==> src/hw/rtl/klt_pkg.sv <==
// types, constants and character classes of the keyword lexer
`timescale 1ns / 1ps

package klt_pkg;

    localparam int MAX_TEXT_BYTES = 65536;
    localparam logic [15:0] POS_CAP = ((MAX_TEXT_BYTES - 1) < 65535) ?
                                      16'(MAX_TEXT_BYTES - 1) : 16'hFFFF;

    localparam int NUM_KW = 13;
    localparam int KW_CHARS = 9;

    // token kinds
    localparam logic [4:0] KIND_EOF     = 5'd0;
    localparam logic [4:0] KIND_INT     = 5'd1;
    localparam logic [4:0] KIND_IDENT   = 5'd2;
    localparam logic [4:0] KIND_STRING  = 5'd3;
    localparam logic [4:0] KIND_KW_BASE = 5'd4;
    localparam logic [4:0] KIND_ASSIGN  = 5'd17;
    localparam logic [4:0] KIND_COMMA   = 5'd18;
    localparam logic [4:0] KIND_COLON   = 5'd19;
    localparam logic [4:0] KIND_SEMI    = 5'd20;
    localparam logic [4:0] KIND_LPAREN  = 5'd21;
    localparam logic [4:0] KIND_RPAREN  = 5'd22;
    localparam logic [4:0] KIND_LBRACE  = 5'd23;
    localparam logic [4:0] KIND_RBRACE  = 5'd24;
    localparam logic [4:0] KIND_LBRACK  = 5'd25;
    localparam logic [4:0] KIND_RBRACK  = 5'd26;
    localparam logic [4:0] KIND_BAD     = 5'd27;
    localparam logic [4:0] KIND_UNTERM  = 5'd28;
    localparam logic [4:0] KIND_NONE    = 5'd0;

    // characters with a role of their own
    localparam logic [7:0] CHR_NUL    = 8'h00;
    localparam logic [7:0] CHR_QUOTE  = 8'h22;
    localparam logic [7:0] CHR_SPACE  = 8'h20;
    localparam logic [7:0] CHR_TAB    = 8'h09;
    localparam logic [7:0] CHR_CR     = 8'h0D;
    localparam logic [7:0] CHR_LF     = 8'h0A;

    localparam logic [NUM_KW-1:0] KW_ALL = '1;

    // keyword text, right justified: last character in bits 7:0
    localparam logic [8*KW_CHARS-1:0] KW_TEXT [NUM_KW] = '{
        72'("null"), 72'("undefined"), 72'("true"), 72'("false"), 72'("if"),
        72'("else"), 72'("while"), 72'("break"), 72'("continue"),
        72'("function"), 72'("const"), 72'("type"), 72'("record")
    };
    localparam logic [3:0] KW_LEN [NUM_KW] = '{
        4'd4, 4'd9, 4'd4, 4'd5, 4'd2, 4'd4, 4'd5, 4'd5, 4'd8, 4'd8, 4'd5, 4'd4, 4'd6
    };

    // result queue
    localparam int QUEUE_DEPTH = 4;
    localparam int QPTR_W = $clog2(QUEUE_DEPTH);
    localparam int QCNT_W = $clog2(QUEUE_DEPTH + 1);

    typedef struct packed {
        logic [4:0]  kind;
        logic [15:0] start;
        logic [15:0] length;
        logic        last;
    } token_t;

    // what one scanned byte hands to the queue
    typedef struct packed {
        logic [1:0] count;
        token_t     tok0;
        token_t     tok1;
    } scan_out_t;

    function automatic logic is_blank(input logic [7:0] c);
        return (c == CHR_SPACE) || (c == CHR_TAB) || (c == CHR_CR) || (c == CHR_LF);
    endfunction

    function automatic logic is_num(input logic [7:0] c);
        return (c >= 8'h30) && (c <= 8'h39);
    endfunction

    function automatic logic is_word(input logic [7:0] c);
        return is_num(c) || ((c >= 8'h41) && (c <= 8'h5A)) ||
               ((c >= 8'h61) && (c <= 8'h7A)) || (c == 8'h5F);
    endfunction

    function automatic logic [4:0] punct_kind(input logic [7:0] c);
        logic [4:0] k;
        case (c)
            8'h3D:   k = KIND_ASSIGN;
            8'h2C:   k = KIND_COMMA;
            8'h3A:   k = KIND_COLON;
            8'h3B:   k = KIND_SEMI;
            8'h28:   k = KIND_LPAREN;
            8'h29:   k = KIND_RPAREN;
            8'h7B:   k = KIND_LBRACE;
            8'h7D:   k = KIND_RBRACE;
            8'h5B:   k = KIND_LBRACK;
            8'h5D:   k = KIND_RBRACK;
            default: k = KIND_NONE;
        endcase
        return k;
    endfunction

    // drop keywords whose character at index wl differs from c
    function automatic logic [NUM_KW-1:0] mask_update(input logic [NUM_KW-1:0] mask,
                                                      input logic [3:0] wl,
                                                      input logic [7:0] c);
        logic [NUM_KW-1:0] m;
        logic [3:0]        sh;
        logic [7:0]        ch;
        m = mask;
        for (int k = 0; k < NUM_KW; k++) begin
            sh = KW_LEN[k] - 4'd1 - wl;
            ch = KW_TEXT[k][8*sh +: 8];
            if (!((wl < KW_LEN[k]) && (ch == c))) begin
                m[k] = 1'b0;
            end
        end
        return m;
    endfunction

    // first keyword still matching whose length equals the word length
    function automatic logic [4:0] ident_kind(input logic [NUM_KW-1:0] mask,
                                              input logic [3:0] wl);
        logic [4:0] kind;
        kind = KIND_IDENT;
        for (int k = NUM_KW - 1; k >= 0; k--) begin
            if (mask[k] && (wl == KW_LEN[k])) begin
                kind = KIND_KW_BASE + 5'(k);
            end
        end
        return kind;
    endfunction

endpackage

==> src/hw/rtl/klt_scan.sv <==
// scanner state and the per-byte token logic
`timescale 1ns / 1ps

module klt_scan (
    input  logic               clk,
    input  logic               rst_n,
    input  logic               step,
    input  logic [7:0]         in_char,
    output klt_pkg::scan_out_t result
);
    import klt_pkg::*;

    typedef enum logic [2:0] {
        MODE_IDLE   = 3'd0,
        MODE_INT    = 3'd1,
        MODE_IDENT  = 3'd2,
        MODE_STRING = 3'd3,
        MODE_DROP   = 3'd4
    } mode_t;

    mode_t             mode_reg, mode_next;
    logic [15:0]       pos_reg, pos_next;
    logic [15:0]       start_reg, start_next;
    logic [NUM_KW-1:0] mask_reg, mask_next;
    logic [3:0]        wl_reg, wl_next;

    // opening a new token at the current byte
    mode_t             open_mode;
    logic              open_emit;
    token_t            open_tok;
    logic              open_start;
    logic              open_word;

    // closing the token in progress
    logic              close_emit;
    token_t            close_tok;
    logic              do_open;

    logic [15:0]       span;
    logic [16:0]       str_len;

    assign span    = pos_reg - start_reg;
    assign str_len = {1'b0, span} + 17'd1;

    always_comb
    begin
        open_mode  = MODE_IDLE;
        open_emit  = 1'b0;
        open_start = 1'b0;
        open_word  = 1'b0;
        open_tok   = '{kind: KIND_EOF, start: pos_reg, length: 16'd0, last: 1'b0};
        if (in_char == CHR_NUL) begin
            open_emit = 1'b1;
        end
        else if (is_blank(in_char)) begin
            open_mode = MODE_IDLE;
        end
        else if (is_num(in_char)) begin
            open_mode  = MODE_INT;
            open_start = 1'b1;
        end
        else if (is_word(in_char)) begin
            open_mode  = MODE_IDENT;
            open_start = 1'b1;
            open_word  = 1'b1;
        end
        else if (in_char == CHR_QUOTE) begin
            open_mode  = MODE_STRING;
            open_start = 1'b1;
        end
        else if (punct_kind(in_char) != KIND_NONE) begin
            open_emit       = 1'b1;
            open_tok.kind   = punct_kind(in_char);
            open_tok.length = 16'd1;
        end
        else begin
            open_emit       = 1'b1;
            open_mode       = MODE_DROP;
            open_tok.kind   = KIND_BAD;
            open_tok.length = 16'd1;
        end
    end

    always_comb
    begin
        mode_next  = mode_reg;
        start_next = start_reg;
        mask_next  = mask_reg;
        wl_next    = wl_reg;
        close_emit = 1'b0;
        close_tok  = '{kind: KIND_INT, start: start_reg, length: span, last: 1'b0};
        do_open    = 1'b0;

        unique case (mode_reg)
            MODE_INT:
            begin
                if (!is_num(in_char)) begin
                    close_emit = 1'b1;
                    do_open    = 1'b1;
                end
            end
            MODE_IDENT:
            begin
                if (is_word(in_char)) begin
                    mask_next = mask_update(mask_reg, wl_reg, in_char);
                    wl_next   = (wl_reg == 4'hF) ? wl_reg : wl_reg + 4'd1;
                end
                else begin
                    close_emit     = 1'b1;
                    close_tok.kind = ident_kind(mask_reg, wl_reg);
                    do_open        = 1'b1;
                end
            end
            MODE_STRING:
            begin
                if (in_char == CHR_QUOTE) begin
                    close_emit       = 1'b1;
                    close_tok.kind   = KIND_STRING;
                    close_tok.length = str_len[16] ? 16'hFFFF : str_len[15:0];
                    mode_next        = MODE_IDLE;
                end
                else if (in_char == CHR_NUL) begin
                    close_emit     = 1'b1;
                    close_tok.kind = KIND_UNTERM;
                    mode_next      = MODE_IDLE;
                end
            end
            MODE_DROP:
            begin
                if (in_char == CHR_NUL) begin
                    mode_next = MODE_IDLE;
                end
            end
            MODE_IDLE:
            begin
                do_open = 1'b1;
            end
            default:
            begin
                mode_next = MODE_IDLE;
            end
        endcase

        if (do_open) begin
            mode_next = open_mode;
            if (open_start) begin
                start_next = pos_reg;
            end
            if (open_word) begin
                mask_next = mask_update(KW_ALL, 4'd0, in_char);
                wl_next   = 4'd1;
            end
        end

        if (in_char == CHR_NUL) begin
            pos_next = 16'd0;
        end
        else if (pos_reg < POS_CAP) begin
            pos_next = pos_reg + 16'd1;
        end
        else begin
            pos_next = POS_CAP;
        end
    end

    // pack up to two tokens, the final one flagged
    always_comb
    begin
        result.tok0 = close_emit ? close_tok : open_tok;
        result.tok1 = open_tok;
        if (close_emit && do_open && open_emit) begin
            result.count     = 2'd2;
            result.tok0.last = 1'b0;
            result.tok1.last = 1'b1;
        end
        else if (close_emit || (do_open && open_emit)) begin
            result.count     = 2'd1;
            result.tok0.last = 1'b1;
        end
        else begin
            result.count = 2'd0;
        end
    end

    always_ff @(posedge clk or negedge rst_n)
    begin
        if (!rst_n) begin
            mode_reg  <= MODE_IDLE;
            pos_reg   <= 16'd0;
            start_reg <= 16'd0;
            mask_reg  <= KW_ALL;
            wl_reg    <= 4'd0;
        end
        else if (step) begin
            mode_reg  <= mode_next;
            pos_reg   <= pos_next;
            start_reg <= start_next;
            mask_reg  <= mask_next;
            wl_reg    <= wl_next;
        end
    end

endmodule

==> src/hw/rtl/klt_queue.sv <==
// small result queue taking up to two tokens a cycle and giving one
`timescale 1ns / 1ps

module klt_queue (
    input  logic               clk,
    input  logic               rst_n,
    input  logic               push,
    input  klt_pkg::scan_out_t push_data,
    input  logic               pop,
    output logic               not_empty,
    output logic               room_for_two,
    output klt_pkg::token_t    head
);
    import klt_pkg::*;

    token_t              entries_reg [QUEUE_DEPTH];
    logic [QPTR_W-1:0]   wr_ptr_reg, wr_ptr_next;
    logic [QPTR_W-1:0]   rd_ptr_reg, rd_ptr_next;
    logic [QCNT_W-1:0]   count_reg, count_next;
    logic [QPTR_W-1:0]   wr_ptr_plus1;
    logic [QCNT_W-1:0]   push_n;

    assign wr_ptr_plus1 = wr_ptr_reg + QPTR_W'(1);
    assign push_n       = push ? QCNT_W'(push_data.count) : '0;
    assign not_empty    = (count_reg != '0);
    assign room_for_two = (count_reg <= QCNT_W'(QUEUE_DEPTH - 2));
    assign head         = entries_reg[rd_ptr_reg];

    always_comb
    begin
        wr_ptr_next = wr_ptr_reg + QPTR_W'(push_n);
        rd_ptr_next = pop ? rd_ptr_reg + QPTR_W'(1) : rd_ptr_reg;
        count_next  = count_reg + push_n - (pop ? QCNT_W'(1) : '0);
    end

    always_ff @(posedge clk)
    begin
        if (push && (push_data.count != 2'd0)) begin
            entries_reg[wr_ptr_reg] <= push_data.tok0;
        end
        if (push && (push_data.count == 2'd2)) begin
            entries_reg[wr_ptr_plus1] <= push_data.tok1;
        end
    end

    always_ff @(posedge clk or negedge rst_n)
    begin
        if (!rst_n) begin
            wr_ptr_reg <= '0;
            rd_ptr_reg <= '0;
            count_reg  <= '0;
        end
        else begin
            wr_ptr_reg <= wr_ptr_next;
            rd_ptr_reg <= rd_ptr_next;
            count_reg  <= count_next;
        end
    end

endmodule

==> src/hw/rtl/keyword_lexer_tokenizer.sv <==
// top level of the streaming keyword lexer
// ---------------------------------------------------------------------------
// input channel: in_valid / in_stall carry one source byte per word on in_byte;
//   a zero byte ends the current text and restarts offsets at zero
// output channel: out_valid / out_stall carry one token per word: token_kind,
//   token_start, token_length and last_result, which marks the final token
//   that a given byte caused (a byte causes zero, one or two tokens)
// path: a byte taken goes to the input register and is scanned from there;
//   the scan step pushes its tokens into the result queue, which drives the output
// throughput: one byte per cycle while the receiver keeps up; a byte that
//   causes two tokens needs two output words, so the output side sets the
//   pace then
// the scan step runs only when the four-entry result queue has room for two
//   tokens; otherwise the byte waits in the input register and in_stall rises
// when the receiver stalls, the queue fills and the input stalls in turn;
//   nothing is lost and a stalled output word holds still
// reset: queue empty, input register empty, scanner between tokens at
//   offset zero with every keyword still a candidate
// ---------------------------------------------------------------------------
`timescale 1ns / 1ps

module keyword_lexer_tokenizer (
    input  logic        clk,
    input  logic        rst_n,
    input  logic        in_valid,
    output logic        in_stall,
    input  logic [7:0]  in_byte,
    output logic        out_valid,
    input  logic        out_stall,
    output logic [4:0]  token_kind,
    output logic [15:0] token_start,
    output logic [15:0] token_length,
    output logic        last_result
);
    import klt_pkg::*;

    // input register: one byte waiting to be scanned
    logic       in_full_reg, in_full_next;
    logic [7:0] in_byte_reg;

    logic       in_take;
    logic       step;
    logic       room_for_two;
    logic       not_empty;
    logic       pop;
    scan_out_t  scan_result;
    token_t     head;

    // scan only when the queue can absorb the worst case of two tokens
    assign step     = in_full_reg && room_for_two;
    assign in_stall = in_full_reg && !room_for_two;
    assign in_take  = in_valid && !in_stall;

    always_comb
    begin
        if (in_take) begin
            in_full_next = 1'b1;
        end
        else if (step) begin
            in_full_next = 1'b0;
        end
        else begin
            in_full_next = in_full_reg;
        end
    end

    always_ff @(posedge clk or negedge rst_n)
    begin
        if (!rst_n) begin
            in_full_reg <= 1'b0;
        end
        else begin
            in_full_reg <= in_full_next;
        end
    end

    // byte payload needs no reset
    always_ff @(posedge clk)
    begin
        if (in_take) begin
            in_byte_reg <= in_byte;
        end
    end

    // per-byte classification, keyword mask and token building
    klt_scan u_scan (
        .clk     (clk),
        .rst_n   (rst_n),
        .step    (step),
        .in_char (in_byte_reg),
        .result  (scan_result)
    );

    // tokens wait here until the receiver takes them
    assign pop = not_empty && !out_stall;

    klt_queue u_queue (
        .clk          (clk),
        .rst_n        (rst_n),
        .push         (step),
        .push_data    (scan_result),
        .pop          (pop),
        .not_empty    (not_empty),
        .room_for_two (room_for_two),
        .head         (head)
    );

    assign out_valid    = not_empty;
    assign token_kind   = head.kind;
    assign token_start  = head.start;
    assign token_length = head.length;
    assign last_result  = head.last;

endmodule

==> config.mk <==
export PLATFORM = sky130hd
export DESIGN_NAME = keyword_lexer_tokenizer
export DESIGN_NICKNAME = d
export VERILOG_FILES = /design/src/hw/rtl/klt_pkg.sv /design/src/hw/rtl/klt_scan.sv /design/src/hw/rtl/klt_queue.sv /design/src/hw/rtl/keyword_lexer_tokenizer.sv
export SDC_FILE = /design/constraint.sdc
export NUM_CORES = 1
export LEC_CHECK = 0
export BUFFER_PORTS_ARGS = -buffer_cell sky130_fd_sc_hd__clkbuf_2
export CAP_MARGIN = 10
export CORE_MARGIN = 3
export CORE_UTILIZATION = 35
export CTS_BUF_LIST = sky130_fd_sc_hd__clkbuf_2
export DETAILED_ROUTE_END_ITERATION = 12
export SETUP_SLACK_MARGIN = 0.1
export SYNTH_ARGS = -nofsm -noshare
export SYNTH_HDL_FRONTEND = slang
export SYNTH_HIERARCHICAL = 1
export SYNTH_SLANG_ARGS = --single-unit
==> constraint.sdc <==
create_clock -name clk -period 6.84 [get_ports clk]
set_input_delay 0.342 -clock clk [delete_from_list [all_inputs] [get_ports clk]]
set_output_delay 0.342 -clock clk [all_outputs]
set_load 0.005 [all_outputs]
* After elaboration in Yosys (flattened, before gate mapping) *
Memories as Yosys holds them, arrays and structs flattened.
Index checks and enable logic that the tools add are counted.
W data, S select, Z words.

storage, ports and cells
  word-level logic and storage cells = 277
  memories = 1
  bits in latches = 0
  output and inout port bits = 40
  RAM bits = 152
  input port bits = 12
  memory bits (read-only) = 0
  bits in registers = 68

memories
  memory               depth  width  rd ports  clocked after Yosys merged registers in  wr ports  line             text
  u_queue.entries_reg  4      38     1         0                                        2         klt_queue.sv:16  token_t entries_reg [QUEUE_DEPTH];

cells by class
  add/sub/neg operators = 15
  mux-type cells = 115
  divide/modulo/power cells = 0
  shift-type cells = 13
  bitwise logic cells = 0
  eq/ne operators = 52
  order comparisons = 14
  reductions and logical operators = 57
  $mul = 0

operator list
  kind                       number
  $shiftx A72 B8 Y8 const A  13
  $mux W16                   9
  $mux W5                    27
  $eq A8 B8 Y1               13
  $eq A7 B8 Y1 const A       10
  $eq A8 B6 Y1 const B       8
  $mux W1                    53
  $mux W13                   4
  $pmux W5 S10               1
  $eq A8 B7 Y1 const B       5
  $logic_and A1 B1 Y1        38
  $mux W38                   1
  $mux W3                    9
  $eq A8 B4 Y1 const B       3
  $mux W4                    5
  $add A16 B1 Y17 const B    1
  $add A16 B1 Y16 const B    1
  $ge A8 B7 Y1 const B       2
  $le A8 B7 Y1 const B       2
  $lt A16 B16 Y1 const B     1
  $sub A16 B16 Y16           1
  $eq A4 B3 Y1 const B       3
  $eq A4 B4 Y1 const B       3
  $lt A4 B3 Y1 const B       3
  other kinds (34)           50

* Depth between registers and ports, before layout *
  depth in word-level cells = 20
  gate-level depth with buffers = 17
  depth with buffers taken out = 14

* Cells and area by module *
Netlist, hierarchy kept.

modules (own cells, without submodules)
  module                   seq. area each (um2)  area each (um2)  cells each  times used
  klt_queue                4739.5                7786.2           414         1
  klt_scan                 1317.5                6685.2           919         1
  keyword_lexer_tokenizer  265.3                 310.3            15          1

* Least setup slack after synthesis *
Ideal clock, no wire load.

  kind = register to register
  from = reg in_byte_reg[4]
  to = mem u_queue/entries_reg[1][0] in the netlist's numbering (enable)
  arrival time = 4457 ps
  slack = 1950 ps
  path buffers = 3
  library setup time = 433 ps
  data required time = 6407 ps
  clock period less this slack = 4890 ps
  cell stages (with the launch flop) = 14
  cell sequence = edfxtp_1 buf_2 or2_2 clkbuf_1 o32ai_1 o221ai_1 nand2b_1 a21boi_1 nor3_1 nor2_1 buf_4 nor2b_1 o21ai_0 nor2_1

RTL lines
  element                   line                           text
  start: declaration        keyword_lexer_tokenizer.sv:39  logic [7:0] in_byte_reg;
  start signal: assignment  keyword_lexer_tokenizer.sv:81  in_byte_reg <= in_byte;
  end: declaration          klt_queue.sv:16

==> out/qor.yml <==
drive_above_1_share_pct: 29.6
drt_iter0_drc: 952
status: "complete, no violations"
min_period_ns: 5.28
cp.arrival_ns: 5.88
largest_reg_flops: 152
grt_pass1_wl_um: 63500
cts_tree: "built"
finalHoldWorstSlack_ns: 0.167
setup-tns-final_ns: 0
post_cts_buffers: 0
crit_family: "simple AND/OR/NAND/NOR gates"
path_max_fanout: 24
cts_max_path_buffers: 3
muxShareOfSynthArea_pct: 19.7
die-width_um: 212
synth_cell_types: 92
syn_to_final_growth_pct: 9.08
multiInputGateArea_mm2: 0.00788
hold_violations: 0
synth_seq_area_share_pct: 42.8
cpMaxStageDelayCell: "edfxtp_1"
dr.pass1.iters: 7
numPortBuffers: 51
p_sw_w: 0.00246
insertion_delay_ns: 0.92
crit_buf_inv: 2
path_clk_slew_ns: 0.10
synth_compound_gate_area_share_pct: 13.0
rows: 74
dieArea_mm2: 0.0447
p_comb_share_pct: 50.5
maxCapViolations: 0
synth_cells: 1348
ys.flop_type: "edfxtp_1"
antenna_found_initial: 1
drv_slew: 0
synth_top_family_by_area: "multiplexers"
cts_root_buf: "clkbuf_2"
grt_start_max_net_pins: 61
dpl-instance-area_mm2: 0.0155
start_kind: "flip-flop"
clock.fmax_mhz: 189
drc: 0
seq_power_share_pct: 33.3
fillers: 4028
relSlewSlack_pct: 17.7
ys_ff_latch: 220
end_kind: "flip-flop"
setup_viol: 0
syn_avg_cell_area_um2: 11.0
worst_path_largest_cell_delay_ns: 0.82
total_power_w: 0.00568
die_y_um: 212
critPathKind: "reg -> reg"
fin_worst_skew_ns: 0.0883
synth_xor_area_share_pct: 3.08
synth_simple_gate_area_share_pct: 13.1
syn_area_mm2: 0.0148
post-route-period-util_pct: 77.2
grt_pass1_vias: 11046
core_mm2: 0.0413
fin_area_mm2: 0.0161
pwr_density_cell_mw_per_mm2: 353
synth_edf_count: 160
power.share.clock_pct: 16.2
p_sw_share_pct: 43.4
synthAdderAreaFrac_pct: 3.74
wire_per_inst_um: 20.5
yosys_warnings: 6
grt.total_usage_pct: 18.0
numCtsBuffers: 58
ios: 52
place.gp.congestion: 0.896
hp-class: "in -> reg"
critical_path_required_ns: 7.44
rsz0062_at_grt: "false"
hpwl_um: 26400
layout_common_cells: "160 x edfxtp_1, 148 x mux2_2, 140 x clkbuf_2"
final_common_cell: "edfxtp_1"
start_util_pct: 35.8
cts_sinks: 220
register_area_mm2: 0.00632
via_count: 11290
worstPathCellList: "buf_4 > nand2_1 > o221ai_1 > nand2b_1 > a21bo_2 > nor2_1 > nor2_1 > nand3b_1 > nor2_4 > buf_4 > mux2_2"
cts_max_level: 2
nets: 1462
final_util_pct: 39.0
worst_pin_slew_ns: 1.20
p_leak_nw: 6.25
overflow: 0
ir_drop_mv: 0.222
internal_power_w: 0.00322
async_flop_share_pct: 27.3
routed_wirelength_um: 40800
via_per_inst: 5.67
antenna_left: 0
[area by class of cell]
| class | count | share of cell area [%] |
|---|---|---|
| clock buffer | 90 | 2.79 |
| sequential | 220 | 39.2 |
| multi-input combinational | 1001 | 48.9 |
| tap | 532 | 4.13 |
| clock inverter | 20 | 0.551 |
| antenna | 1 | 0.0155 |
| inverter | 39 | 0.908 |
| timing repair buffer | 87 | 3.51 |
[power groups by stage]
stage                     sequential [W]  clock (W)  combinational [W]
after detailed placement         0.00192          0            0.00283
after CTS                        0.00189   0.000964            0.00286
after floorplan                  0.00175          0            0.00219
after global routing             0.00192    0.00103            0.00316
after global placement           0.00192          0            0.00282
final                            0.00189   0.000919            0.00287
[Yosys cell counts (7+ instances only)]
library cell / count / area, µm²
a211oi_1: 12 / 90.1
a21o_1: 7 / 52.6
a21oi_1: 82 / 410
a31oi_1: 16 / 100
and2_1: 12 / 75.1
and3_1: 17 / 106
buf_1: 12 / 45.0
buf_2: 18 / 90.1
buf_4: 20 / 150
buf_6: 7 / 78.8
clkbuf_1: 45 / 169
dfrtp_1: 47 / 1180
dfstp_2: 13 / 342
edfxtp_1: 160 / 4800
ha_1: 41 / 513
inv_1: 37 / 139
mux2_2: 148 / 1670
mux2_4: 20 / 300
mux2i_1: 9 / 90.1
mux4_2: 38 / 856
nand2_1: 118 / 443
nand2b_1: 15 / 93.8
nand3_1: 36 / 180
nand4_1: 13 / 81.3
nor2_1: 61 / 229
nor2b_1: 19 / 119
nor3_1: 34 / 170
o211ai_1: 7 / 52.6
o21a_1: 8 / 60.1
o21ai_0: 80 / 400
o22ai_1: 10 / 62.6
o41ai_1: 7 / 61.3
or2_2: 7 / 43.8
or3_1: 7 / 43.8
xnor2_1: 31 / 272
xor2_1: 21 / 184
[worst register-to-register path: cells and delay by family, from the launching register on]
| kind | cells | cell delay [ns] |
|---|---|---|
| AO/OA/AOI/OAI | 2 | 0.95 |
| AND/OR/NAND/NOR | 6 | 2.04 |
| multiplexers | 1 | 0.38 |
| buffers and inverters | 2 | 0.83 |
| flip-flops | 1 | 0.82 |
[path summary, 6_finish.rpt]
check	cells past startpoint	slack (ns)	endpoint	start
worst max register to register	11	1.56	u_queue/entries_reg[0][26]	in_byte_reg[0]
max in group asynchronous	3	6.05	u_scan/start_reg[11]	rst_n
min in group asynchronous	3	0.18	u_queue/count_reg[0]	rst_n
worst max-delay path	11	1.56	u_queue/entries_reg[0][26]	in_byte_reg[0]
worst min-delay path	2	0.17	in_byte_reg[4]	in_byte[4]
worst min register to register	2	0.49	u_scan/mask_reg[5]	u_scan/mask_reg[5]
[per-stage QoR]
step,setup slack [ns],cells
5_1_grt,1.21,1990
6_report,1.56,1990
3_5_place_dp,1.72,1868
2_1_floorplan,1.95,1362
3_3_place_gp,1.86,1868
4_1_cts,1.63,1989
[logic make-up (layout without fill, tap and decap cells)]
group                      Yosys count  after routing
other                                1             16
buffers and inverters              141            236
and+or+nand+nor                    377            377
AOI/OAI and AO/OA                  299            299
xor gates and xnor gates            52             52
muxes                              215            215
DFF                                220            220
adders and majority gates           43             43
[repair_timing]
| item | 4_1_cts | 5_1_grt |
|---|---|---|
| resized for setup | 0 | 0 |
| endpoints found under the hold margin | 68 | 0 |
| hold buffers | 11 | 0 |
[routing by layer]
metal	vias up	GRT usage, %	share of wire [%]
li1	5250	-	-
met1	5554	25.4	46
met2	429	28.7	46
met3	57	2.96	6.3
met4	0	5.24	2.0
met5	-	0	0
(Power assumes the default switching activity.)
